$ cat src/rtl/kes_pkg.sv
package kes_pkg;

    localparam int MAX_ITERATIONS  = 25;
    localparam int ANGLE_FRAC_BITS = 27;
    localparam int CORDIC_STEPS    = 30;
    localparam int ITER_W          = $clog2(MAX_ITERATIONS + 1);
    localparam int STEP_W          = $clog2(CORDIC_STEPS);

    // CORDIC datapath width: the estimate scaled to Q30 plus two guard bits.
    localparam int ZW              = 34 + 30 - ANGLE_FRAC_BITS;

    // Quotient bits needed to tell whether a correction exceeds 2 rad.
    localparam int QW              = ANGLE_FRAC_BITS + 2;
    localparam int QSH_W           = $clog2(QW + 1);

    localparam logic [63:0] TWO_PI_Q60 = 64'h6487ED5110B4611A;
    localparam logic [63:0] TWO_PI_Q30 = (TWO_PI_Q60 + (64'd1 << 29)) >> 30;
    localparam logic [63:0] PI_Q30     = (TWO_PI_Q60 + (64'd1 << 30)) >> 31;
    localparam logic [63:0] HALF_PI_Q30 = (TWO_PI_Q60 + (64'd1 << 31)) >> 32;
    localparam logic [63:0] PERIOD_RED =
        (TWO_PI_Q60 + (64'd1 << (31 - ANGLE_FRAC_BITS))) >> (32 - ANGLE_FRAC_BITS);
    localparam logic [31:0] CORDIC_GAIN_Q30 = 32'd652032874;

    typedef struct packed {
        logic        start;
        logic [63:0] dividend;
        logic [32:0] divisor;
    } kes_div_req_t;

    typedef struct packed {
        logic          done;
        logic          big;
        logic [QW-1:0] quotient;
    } kes_div_rsp_t;

    function automatic logic [31:0] atan_q30(input logic [STEP_W-1:0] i);
        logic [31:0] v;
        case (i)
            0:       v = 32'd843314857;
            1:       v = 32'd497837829;
            2:       v = 32'd263043837;
            3:       v = 32'd133525159;
            4:       v = 32'd67021687;
            5:       v = 32'd33543516;
            6:       v = 32'd16775851;
            7:       v = 32'd8388437;
            8:       v = 32'd4194283;
            9:       v = 32'd2097149;
            default: v = 32'd1 << (STEP_W'(30) - i);
        endcase
        return v;
    endfunction

endpackage

$ cat src/rtl/kes_div.sv
module kes_div (
    input  logic                  clk,
    input  logic                  rst_n,
    input  kes_pkg::kes_div_req_t req,
    output kes_pkg::kes_div_rsp_t rsp
);
    import kes_pkg::*;

    logic             busy_reg;
    logic             done_reg;
    logic             big_reg;
    logic [63:0]      rem_reg;
    logic [32:0]      div_reg;
    logic [QSH_W-1:0] sh_reg;
    logic [QW-1:0]    quo_reg;
    logic [63:0]      trial;
    logic             ge;
    logic             finish;

    // The first trial tests the bit just above the quotient; passing it means
    // the quotient is too large to matter.
    assign trial  = {31'd0, div_reg} << sh_reg;
    assign ge     = rem_reg >= trial;
    assign finish = busy_reg && ((sh_reg == QSH_W'(QW) && ge) || sh_reg == '0);

    always_ff @(posedge clk or negedge rst_n)
    begin
        if (!rst_n)
        begin
            busy_reg <= 1'b0;
            done_reg <= 1'b0;
        end
        else
        begin
            done_reg <= finish && !req.start;
            if (req.start)
            begin
                busy_reg <= 1'b1;
            end
            else if (finish)
            begin
                busy_reg <= 1'b0;
            end
        end
    end

    always_ff @(posedge clk)
    begin
        if (req.start)
        begin
            rem_reg <= req.dividend;
            div_reg <= req.divisor;
            sh_reg  <= QSH_W'(QW);
            quo_reg <= '0;
            big_reg <= 1'b0;
        end
        else if (busy_reg)
        begin
            if (sh_reg == QSH_W'(QW))
            begin
                big_reg <= ge;
            end
            else if (ge)
            begin
                rem_reg <= rem_reg - trial;
                quo_reg <= quo_reg | (QW'(1) << sh_reg);
            end
            if (sh_reg != '0)
            begin
                sh_reg <= sh_reg - 1'b1;
            end
        end
    end

    assign rsp.done     = done_reg;
    assign rsp.big      = big_reg;
    assign rsp.quotient = quo_reg;

endmodule

$ cat config.mk
export PLATFORM = sky130hd
export DESIGN_NAME = kes_div
export DESIGN_NICKNAME = d
export VERILOG_FILES = /design/src/rtl/kes_pkg.sv /design/src/rtl/kes_div.sv
export SDC_FILE = /design/constraint.sdc
export NUM_CORES = 1
export LEC_CHECK = 0
export BUFFER_PORTS_ARGS = -buffer_cell sky130_fd_sc_hd__buf_4
export CAP_MARGIN = 20
export CORE_UTILIZATION = 60
export DETAILED_ROUTE_END_ITERATION = 12
export PLACE_DENSITY = 0.9
export SLEW_MARGIN = 0
export SYNTH_ARGS = -nofsm -noshare
export SYNTH_HDL_FRONTEND = slang
export SYNTH_SLANG_ARGS = --single-unit
$ cat constraint.sdc
create_clock -name clk -period 6.9 [get_ports clk]
set_input_delay 0 -clock clk [delete_from_list [all_inputs] [get_ports clk]]
set_output_delay 0 -clock clk [all_outputs]
set_load 0.02 [all_outputs]
# Word-level counts from Yosys, hierarchy flattened
# Cells that the tools add are included.
[word_totals] ff_bits=134 latchBits=0 ram_bits=0 romBits=0 input_bits=100 out_inout_bits=31 wordCells=36 memories=0
[classes] n_addsub=2 n_mul=0 n_div=0 magnitude_cmp=1 n_eq_ne=2 shift=2 n_mux=6 bitwise=2 reduce_logical=14
[ops] cell="$mux 64" n=4
[ops] cell="$ge 64x64->1" n=1
[ops] cell="$shl 33x5->64" n=1
[ops] cell="$sub 64x64->64" n=1
[ops] cell="$or 29x29->29" n=1
[ops] cell="$shl 1x5->29 const A" n=1
[ops] cell="$reduce_and 3->1" n=2
[ops] cell="$reduce_bool 2->1" n=3
[ops] cell="$eq 5x5->1 const B" n=1
[ops] cell="$logic_not 5->1" n=1
[ops] cell="$reduce_bool 5->1" n=1
[ops] cell="$sub 5x1->5 const B" n=1
[ops] cell="$reduce_and 2->1" n=2
[ops] cell="$logic_and 1x1->1" n=3
[ops] cell="$mux 1" n=2
[ops] cell="$ne 2x2->1 const B" n=1
[ops] cell="$logic_not 1->1" n=1
[ops] cell="$logic_or 1x1->1" n=1
[ops] cell="$not 1->1" n=1

# Longest topological paths before layout
# Gate-level depths: netlist of run 1.
[depth] word_depth=7 mapped_depth=23

# Worst setup path after synthesis of run 1
# Ideal clock, no wire load.
[synth_path] kind="reg-to-reg" from="reg sh_reg[0]" to="reg rem_reg[0], enable pin" arrival_ps=5029 required_time_ps=6212 setup_slack_ps=1183 path_stages_with_launch=20 path_buffers=2 path_cell_list="dfxtp_1 buf_1 mux4_2 nand2_1 o21ai_0 o21ai_0 inv_1 a22oi_1 ha_1 clkbuf_1 a21o_1 a21o_1 a21o_1 a21oi_1 a21boi_0 o21ai_0 a221o_1 a21o_1 nand3_1 nand2_1"
[synth_via] elab_chain_cells=4 word_cells_on_any_way=6
[synth_lines] element="start, declared" line="kes_div.sv:14" source="logic [QSH_W-1:0] sh_reg;"
[synth_lines] element="start signal, assigned" line="kes_div.sv:53" source="sh_reg <= QSH_W'(QW);"
[synth_lines] element="start signal, assigned" line="kes_div.sv:70" source="sh_reg <= sh_reg - 1'b1;"
[synth_lines] element="$shl 33x5->64" line="kes_div.sv:22" source="assign trial = {31'd0, div_reg} << sh_reg;"
[synth_lines] element="$ge 64x64->1" line="kes_div.sv:23" source="assign ge = rem_reg >= trial;"
[synth_lines] element="$reduce_bool 2->1 (no line)"
[synth_lines] element="$reduce_and 3->1 (no line) *"
[synth_lines] element="end signal, assigned" line="kes_div.sv:51" source="rem_reg <= req.dividend;"
[synth_lines] element="end signal, assigned" line="kes_div.sv:65" source="rem_reg <= rem_reg - trial;"
[synth_lines] element="end, declared" line="kes_div.sv:12" source="logic [63:0] rem_reg;"
# Every way passes the cells marked *; elsewhere a longest branch is shown, timed or not.
# A chain may end at the register's enable or synchronous reset.

# Worst setup path after layout of run 1
[layout_path] from="reg sh_reg[0]" to="reg rem_reg[35], enable pin"
# Same word-level chain as after synthesis.

==> reports/qor.csv, run 1 <==
stage,metric,value,unit
run_status,status,finished clean,
global_route,GRT Total Usage,39.34,%
sta,worst-margin pin slew,1.092,ns
yosys,"count leader, synth",nand2_1,
yosys,Yosys top cell area share,26.28,%
layout,Register Area,3667,um2
power_and_ir_drop,pwr/cell area,596.1,nW/um2
flow_run,maxcap violations,0,
routing,initial DRC count,1420,
yosys,Post-synth top cells,"nand2_1 (234), o21ai_0 (107), edfxtp_1 (97)",
yosys,"Seq/Total Area, Yosys",33.05,%
sta,f_max,0.1598,GHz
clocking,clk_lat worst skew,0.44,ns
clocking,Num CTS Buffers,17,
routing,Vias,11078,
yosys,"top cells by area, synth","edfxtp_1 (26%), nand2_1 (7.9%), ha_1 (7.8%), dfxtp_1 (6.3%), mux4_2 (4.9%)",
yosys,syn nets,1466,
layout,Final nets,1629,
global_route,global route overflow,0,
routing,DR pass1 iterations,6,
layout,max FFs per register,64,
sta,RSZ-0062 raised after global routing,no,
yosys,synthesized area,11080,um2
yosys,top cell type by total area after synthesis,edfxtp_1,
layout,area taken by multi-input logic gates,6768,um2
yosys,cells after synthesis,1296,
routing,Post-DRT Antenna Nets,0,
worst_setup_path,Required @ worst endpoint,6.99,ns
sta,final setup skew,0.01366,ns
sta,final period utilization,90.72,%
layout,Synth-to-Final Area Change,22.42,%
worst_setup_path,CP Launch Type,flop,
layout,"Core Util, Final",75.27,%
layout,layout cell share with drive strength beyond 1,14.88,%
yosys,Syn. warnings,0,
global_route,first-pass GRT wire length,55750,um
clocking,CTS tree,yes,
sta,Final Hold Viols,0,
yosys,Yosys reg bits,134,
global_route,vias in the first global route,10243,
floorplan,die area,19020,um2
floorplan,Site Rows,49,
sta,Worst slew margin,27.01,%
clocking,post-cts repair resize count,0,
placement,GPL Wtd Cong,1.017,
clocking,clk slew on worst S/H paths,0.06,ns
placement,dpl cells,1571,
yosys,asr flop ratio synth,1.493,%
sta,Final Setup Violations,0,
routing,wire per inst,21.49,um
sta,"Slew Viols, Final",0,
placement,# port buffers,130,
clocking,H-tree level count,4,
placement,DP HPWL,24700,um
clocking,Clock Tree Buf Depth,2,
clocking,clock sink count,134,
floorplan,IO Count,131,
routing,Vias/cell,6.509,
floorplan,Core ar.,18020,um2
floorplan,initial core utilization,61.49,%
worst_setup_path,crit path DAT,6.35,ns
clocking,# Post-CTS Setup Buffers,0,
worst_setup_path,CP Class,flop to flop,
yosys,Synth Area per Inst,8.552,um2
yosys,number of flops mapped to enable cells by yosys,97,
worst_setup_path,Worst R2R Setup Slack,0.64,ns
layout,final cell count without fillers,1702,
floorplan,Die W,137.9,um
global_route,pin count of the biggest net entering global routing,75,
yosys,Yosys cell types,75,
clocking,Hold Buf Count CTS,98,
clocking,CTS Root Cell,clkbuf_16,
sta,Min Hold Slack,0.05308,ns
power_and_ir_drop,Leakage,0.005791,uW
layout,Final Cell Area,13570,um2
power_and_ir_drop,Max VDD drop,0.3113,mV
worst_setup_path,Setup crit end kind,flop,
floorplan,die height,137.9,um
routing,DRC errors left,0,
routing,Detailed Route WL,36580,um
sta,setup TNS,0,ns
hold_path,HP Class,input pin to flop,
global_route,initial antenna violation count,1,
placement,Placed Area,11980,um2
worst_setup_path,crit-path max FO,36,
yosys,Post-synth top flop,edfxtp_1,
sta,Final min period,6.259,ns
layout,Filler cells,1287,
==> critical path: stages (launching register included) <==
cell	delay [ns]
dfxtp_2	0.86
buf_4	0.37
mux4_2	0.54
nand2_1	0.08
o21ai_0	0.14
o21ai_0	0.41
or2_2	0.20
ha_1	0.27
nand4_1	0.16
nor3_1	0.33
and3_1	0.27
nor3_1	0.07
a21oi_1	0.27
o21ai_0	0.18
nand3_1	0.19
a21o_1	0.25
nand3_1	0.12
nand2_2	0.67
buf_4	0.51
==> cell type report <==
type                       instances  share of cell area, %
clock inverter                    11                 0.7654
sequential                       134                  27.03
clock buffer                      21                  3.726
multi-input combinational       1011                  49.88
inverter                          60                  1.660
timing repair buffer             235                  14.81
antenna                            1                0.01844
tap                              229                  2.112
==> path summary, 6_finish.rpt <==
| check | start | endpoint | cells past startpoint |
|---|---|---|---|
| min | req[97] | div_reg[28]$_DFFE_PP_ | 1 |
| min reg2reg | quo_reg[18]$_SDFFE_PP0P_ | quo_reg[18]$_SDFFE_PP0P_ | 2 |
| max in group asynchronous | rst_n | busy_reg$_DFFE_PN0P_ | 3 |
| min in group asynchronous | rst_n | done_reg$_DFF_PN0_ | 3 |
| max | sh_reg[0]$_SDFFE_PP1P_ | rem_reg[35]$_DFFE_PP_ | 18 |
| max reg2reg | sh_reg[0]$_SDFFE_PP1P_ | rem_reg[35]$_DFFE_PP_ | 18 |
==> cells in the final DEF, fill, tap and decap left out, types with 31 or more instances in the layout <==
master,n
nor2_1,61
ha_1,69
a21o_1,66
xnor2_1,31
o21ai_0,107
buf_4,137
dfxtp_1,32
nand2_1,233
dlygate4sd3_1,98
a21oi_1,96
inv_1,58
edfxtp_1,97
==> cells by family (layout without fill, tap and decap cells) <==
| family | count (synthesis) | after routing | synth area share (%) |
|---|---|---|---|
| multiplexers | 55 | 55 | 7.711 |
| AND/OR/NAND/NOR | 429 | 429 | 17.68 |
| flip-flops | 134 | 134 | 33.05 |
| XOR/XNOR | 57 | 57 | 4.504 |
| AO/OA/AOI/OAI | 400 | 400 | 23.18 |
| other | 0 | 1 | 0 |
| buffers and inverters | 151 | 327 | 5.904 |
| adder cells (fa/ha/maj) | 70 | 70 | 7.970 |
==> routing by layer <==
metal | wire length, um | global-route usage (%) | up-vias
met1 | 14790 | 53.31 | 5189
met4 | 1126 | 14.73 | 0
met5 | 0 | 0 | -
met2 | 16320 | 61.81 | 726
met3 | 4334 | 8.151 | 90
li1 | - | - | 5073
==> where the power goes <==
group / leakage, uW / switching (uW) / internal [uW]
logic: 0.00420 / 3490 / 2170
clock network: 0.000308 / 396 / 567
registers: 0.00128 / 207 / 1260
==> metrics by stage <==
step                setup WS [ns]  total power, uW
finish                     0.6406             8087
detailed placement         0.7192             6740
floorplan                   1.183             5562
global placement           0.9371             6675
global route               0.2740             8595
CTS                        0.6800             7848
No activity file was read; power rests on OpenSTA's default activity.
==> run 2, diff against run 1 <==
Settings changed: CORE_UTILIZATION 60 to 35, PLACE_DENSITY 0.9 to 0.6, SKIP_LAST_GASP from default to 1.
==> run 2 against run 1 <==
- the run now ends with design-rule violations, negative hold slack left
- sequential share of layout area down 0.37 points
- clock skew hardly changed
- core utilization shrank 31 points
- largest cell class unchanged
- clock power is 3.7% lower
- setup slack better by 0.42 ns
- sequential power hardly changed
- first-iteration DRC count fell by 33%
- clock-buffer cell count shrank 3
- flip-flop and latch count stayed put
- total power down 1.9%
- via count fell by 4.6%
==> reports/qor.csv, run 2 (synthesis gave the netlist of run 1 again) <==
stage,metric,value,unit,change
run_status,status,"complete, but fails checks",,was finished clean
run_status,failing checks,"design-rule violations, negative hold slack",,
worst_setup_path,RR Startpoint,sh_reg[1]$_SDFFE_PP0P_,,was sh_reg[0]$_SDFFE_PP1P_
global_route,pin count of the biggest net entering global routing,76,,was 75
layout,# diodes,0,,was 1
worst_setup_path,worst r2r path cells,18,,unchanged
layout,area taken by multi-input logic gates,6768,um2,unchanged
clocking,clock sink count,134,,unchanged
floorplan,die area,32380,um2,"was 19,020 um2"
sta,"Slew Viols, Final",0,,unchanged
layout,max FFs per register,64,,unchanged
global_route,initial antenna violation count,0,,was 1
routing,Post-DRT Antenna Nets,0,,unchanged
floorplan,Die W,180.0,um,was 137.9 um
layout,Final Cell Area,13760,um2,"was 13,570 um2"
power_and_ir_drop,Leakage,0.005776,uW,was 0.005791 uW
layout,Filler cells,3074,,"was 1,287"
floorplan,Core ar.,30910,um2,"was 18,020 um2"
placement,Placed Area,12200,um2,"was 11,980 um2"
sta,final setup skew,0.01353,ns,was 0.01366 ns
power_and_ir_drop,Max VDD drop,0.2318,mV,was 0.3113 mV
floorplan,IO Count,131,,unchanged
sta,worst-margin pin slew,0.9505,ns,was 1.092 ns
layout,"most common cell after layout, fill and taps aside",nand2_1,,unchanged
global_route,vias in the first global route,9928,,"was 10,243"
worst_setup_path,CP Class,flop to flop,,unchanged
layout,most frequent cells in the layout,"nand2_1 (233), buf_4 (137), o21ai_0 (107), edfxtp_1 (97)",,"was nand2_1 (233), buf_4 (137), o21ai_0 (107), dlygate4sd3_1 (98), edfxtp_1 (97)"
layout,Synth-to-Final Area Change,24.12,%,was 22.42%
worst_setup_path,crit path DAT,5.92,ns,was 6.35 ns
worst_setup_path,CP Launch Type,flop,,unchanged
clocking,CTS Root Cell,clkbuf_16,,unchanged
routing,Detailed Route WL,35460,um,"was 36,580 um"
floorplan,die height,180.0,um,was 137.9 um
routing,Vias,10563,,"was 11,078"
sta,RSZ-0062 raised after global routing,no,,unchanged
sta,Final Setup Violations,0,,unchanged
layout,layout cell share with drive strength beyond 1,15.01,%,was 14.88%
floorplan,Site Rows,64,,was 49
clocking,CTS tree,yes,,unchanged
worst_setup_path,CP endpoint,rem_reg[57]$_DFFE_PP_,,was rem_reg[35]$_DFFE_PP_
worst_setup_path,Reg-to-Reg End,rem_reg[57]$_DFFE_PP_,,was rem_reg[35]$_DFFE_PP_
sta,Worst slew margin,36.64,%,was 27.01%
placement,DP HPWL,26660,um,"was 24,700 um"
clocking,Clock Tree Buf Depth,2,,unchanged
clocking,# Post-CTS Setup Buffers,0,,unchanged
sta,final period utilization,84.62,%,was 90.72%
clocking,Hold Buf Count CTS,96,,was 98
routing,Vias/cell,5.655,,was 6.509
worst_setup_path,Worst R2R Setup Slack,1.06,ns,was 0.64 ns
clocking,clk_lat worst skew,0.43,ns,was 0.44 ns
worst_setup_path,Critical Path Start,sh_reg[1]$_SDFFE_PP0P_,,was sh_reg[0]$_SDFFE_PP1P_
global_route,GRT Total Usage,21.75,%,was 39.34%
routing,wire per inst,18.98,um,was 21.49 um
flow_run,maxcap violations,0,,unchanged
clocking,H-tree level count,4,,unchanged
placement,GPL Wtd Cong,0.9841,,was 1.017
sta,Final Hold Viols,1,,was 0
worst_setup_path,crit-path max FO,48,,was 36
worst_setup_path,Required @ worst endpoint,6.98,ns,was 6.99 ns
sta,Min Hold Slack,-0.003202,ns,was 0.05308 ns
routing,DR pass1 iterations,11,,was 6
hold_path,HP Class,input pin to flop,,unchanged
layout,Register Area,3667,um2,unchanged
worst_setup_path,Setup crit end kind,flop,,unchanged
hold_path,hold path start,req[86],,was req[97]
routing,DRC errors left,11,,was 0
clocking,clk slew on worst S/H paths,0.07,ns,was 0.06 ns
routing,initial DRC count,956,,"was 1,420"
layout,Final nets,1629,,unchanged
sta,Final min period,5.839,ns,was 6.259 ns
floorplan,initial core utilization,35.86,%,was 61.49%
sta,setup TNS,0,ns,unchanged
global_route,first-pass GRT wire length,55320,um,"was 55,750 um"
placement,# port buffers,130,,unchanged
clocking,post-cts repair resize count,0,,unchanged
sta,f_max,0.1713,GHz,was 0.1598 GHz
power_and_ir_drop,pwr/cell area,576.6,nW/um2,was 596.1 nW/um2
clocking,Num CTS Buffers,17,,unchanged
global_route,global route overflow,0,,unchanged
==> run 2: cell types whose count changed in the layout (fill, tap and decap cells not counted), sizes merged <==
cell         before  now
clkbuf           21   18
inv              66   69
buf             137  139
dlygate4sd3      98   96
bufinv            1    0
clkinvlp          0    1
diode             1    0
==> run 2: how the worst min path moves through the flow <==
| stage | to | slack (ns) | depth (start not counted) |
|---|---|---|---|
| CTS | rem_reg[31]$_DFFE_PP_ | 0.005 | 3 |
| floorplan | busy_reg$_DFFE_PN0P_ | -0.30 | 0 |
| global placement | done_reg$_DFF_PN0_ | -0.21 | 1 |
| global route | rem_reg[53]$_DFFE_PP_ | 0.005 | 3 |
| detailed placement | done_reg$_DFF_PN0_ | -0.21 | 1 |
| finish | rem_reg[53]$_DFFE_PP_ | -0.003 | 3 |
==> run 2: power by group <==
part | switching [uW] | internal [uW] | total (uW)
logic | 3400 | 2180 | 5580
clock network | 429 | 499 | 928
registers | 176 | 1250 | 1430
total | 4000 | 3930 | 7930
==> run 2: stage by stage <==
stage / setup WS (ns) / cells / utilization (%) / power, uW / hold slack (ns)
final: 1.061 / 1868 / 44.51 / 7932 / -0.003202
after global routing: 0.8448 / 1868 / 44.51 / 8531 / 0.004527
after CTS: 1.003 / 1867 / 44.44 / 7838 / 0.005021
after detailed placement: 1.038 / 1739 / 39.46 / 6824 / -0.2051
after global placement: 0.9949 / 1739 / 39.46 / 6814 / -0.2050
after floorplan: 1.183 / 1296 / - / 5562 / -0.2956
==> run 2: final cells by class <==
cell class,instances,share of cell area (%)
clock buffer,18,3.274
timing repair buffer,235,14.69
inverter,60,1.637
multi-input combinational,1011,49.20
tap,396,3.602
clock inverter,14,0.9459
sequential,134,26.66
==> run 2: critical path, stage by stage, from the launching register on <==
cell and delay (ns):
dfxtp_2 0.94, mux2i_1 0.23, a21oi_1 0.46, mux2i_1 0.28
nand2_1 0.15, nand2_1 0.07, or2_2 0.32, ha_1 0.43
nand4_1 0.16, nor3_1 0.30, and3_1 0.25, nor3_1 0.06
a21oi_1 0.35, o21ai_0 0.17, nand3_1 0.11, a21o_1 0.17
nand3_1 0.11, nand2_2 0.40, buf_4 0.47
==> run 2: metal layers <==
layer | track usage, % | up-vias | share of wire, %
li1 | - | 5069 | -
met2 | 32.92 | 479 | 44
met3 | 3.343 | 54 | 7.3
met1 | 31.51 | 4961 | 46
met4 | 6.966 | 0 | 2.6
met5 | 0 | - | 0
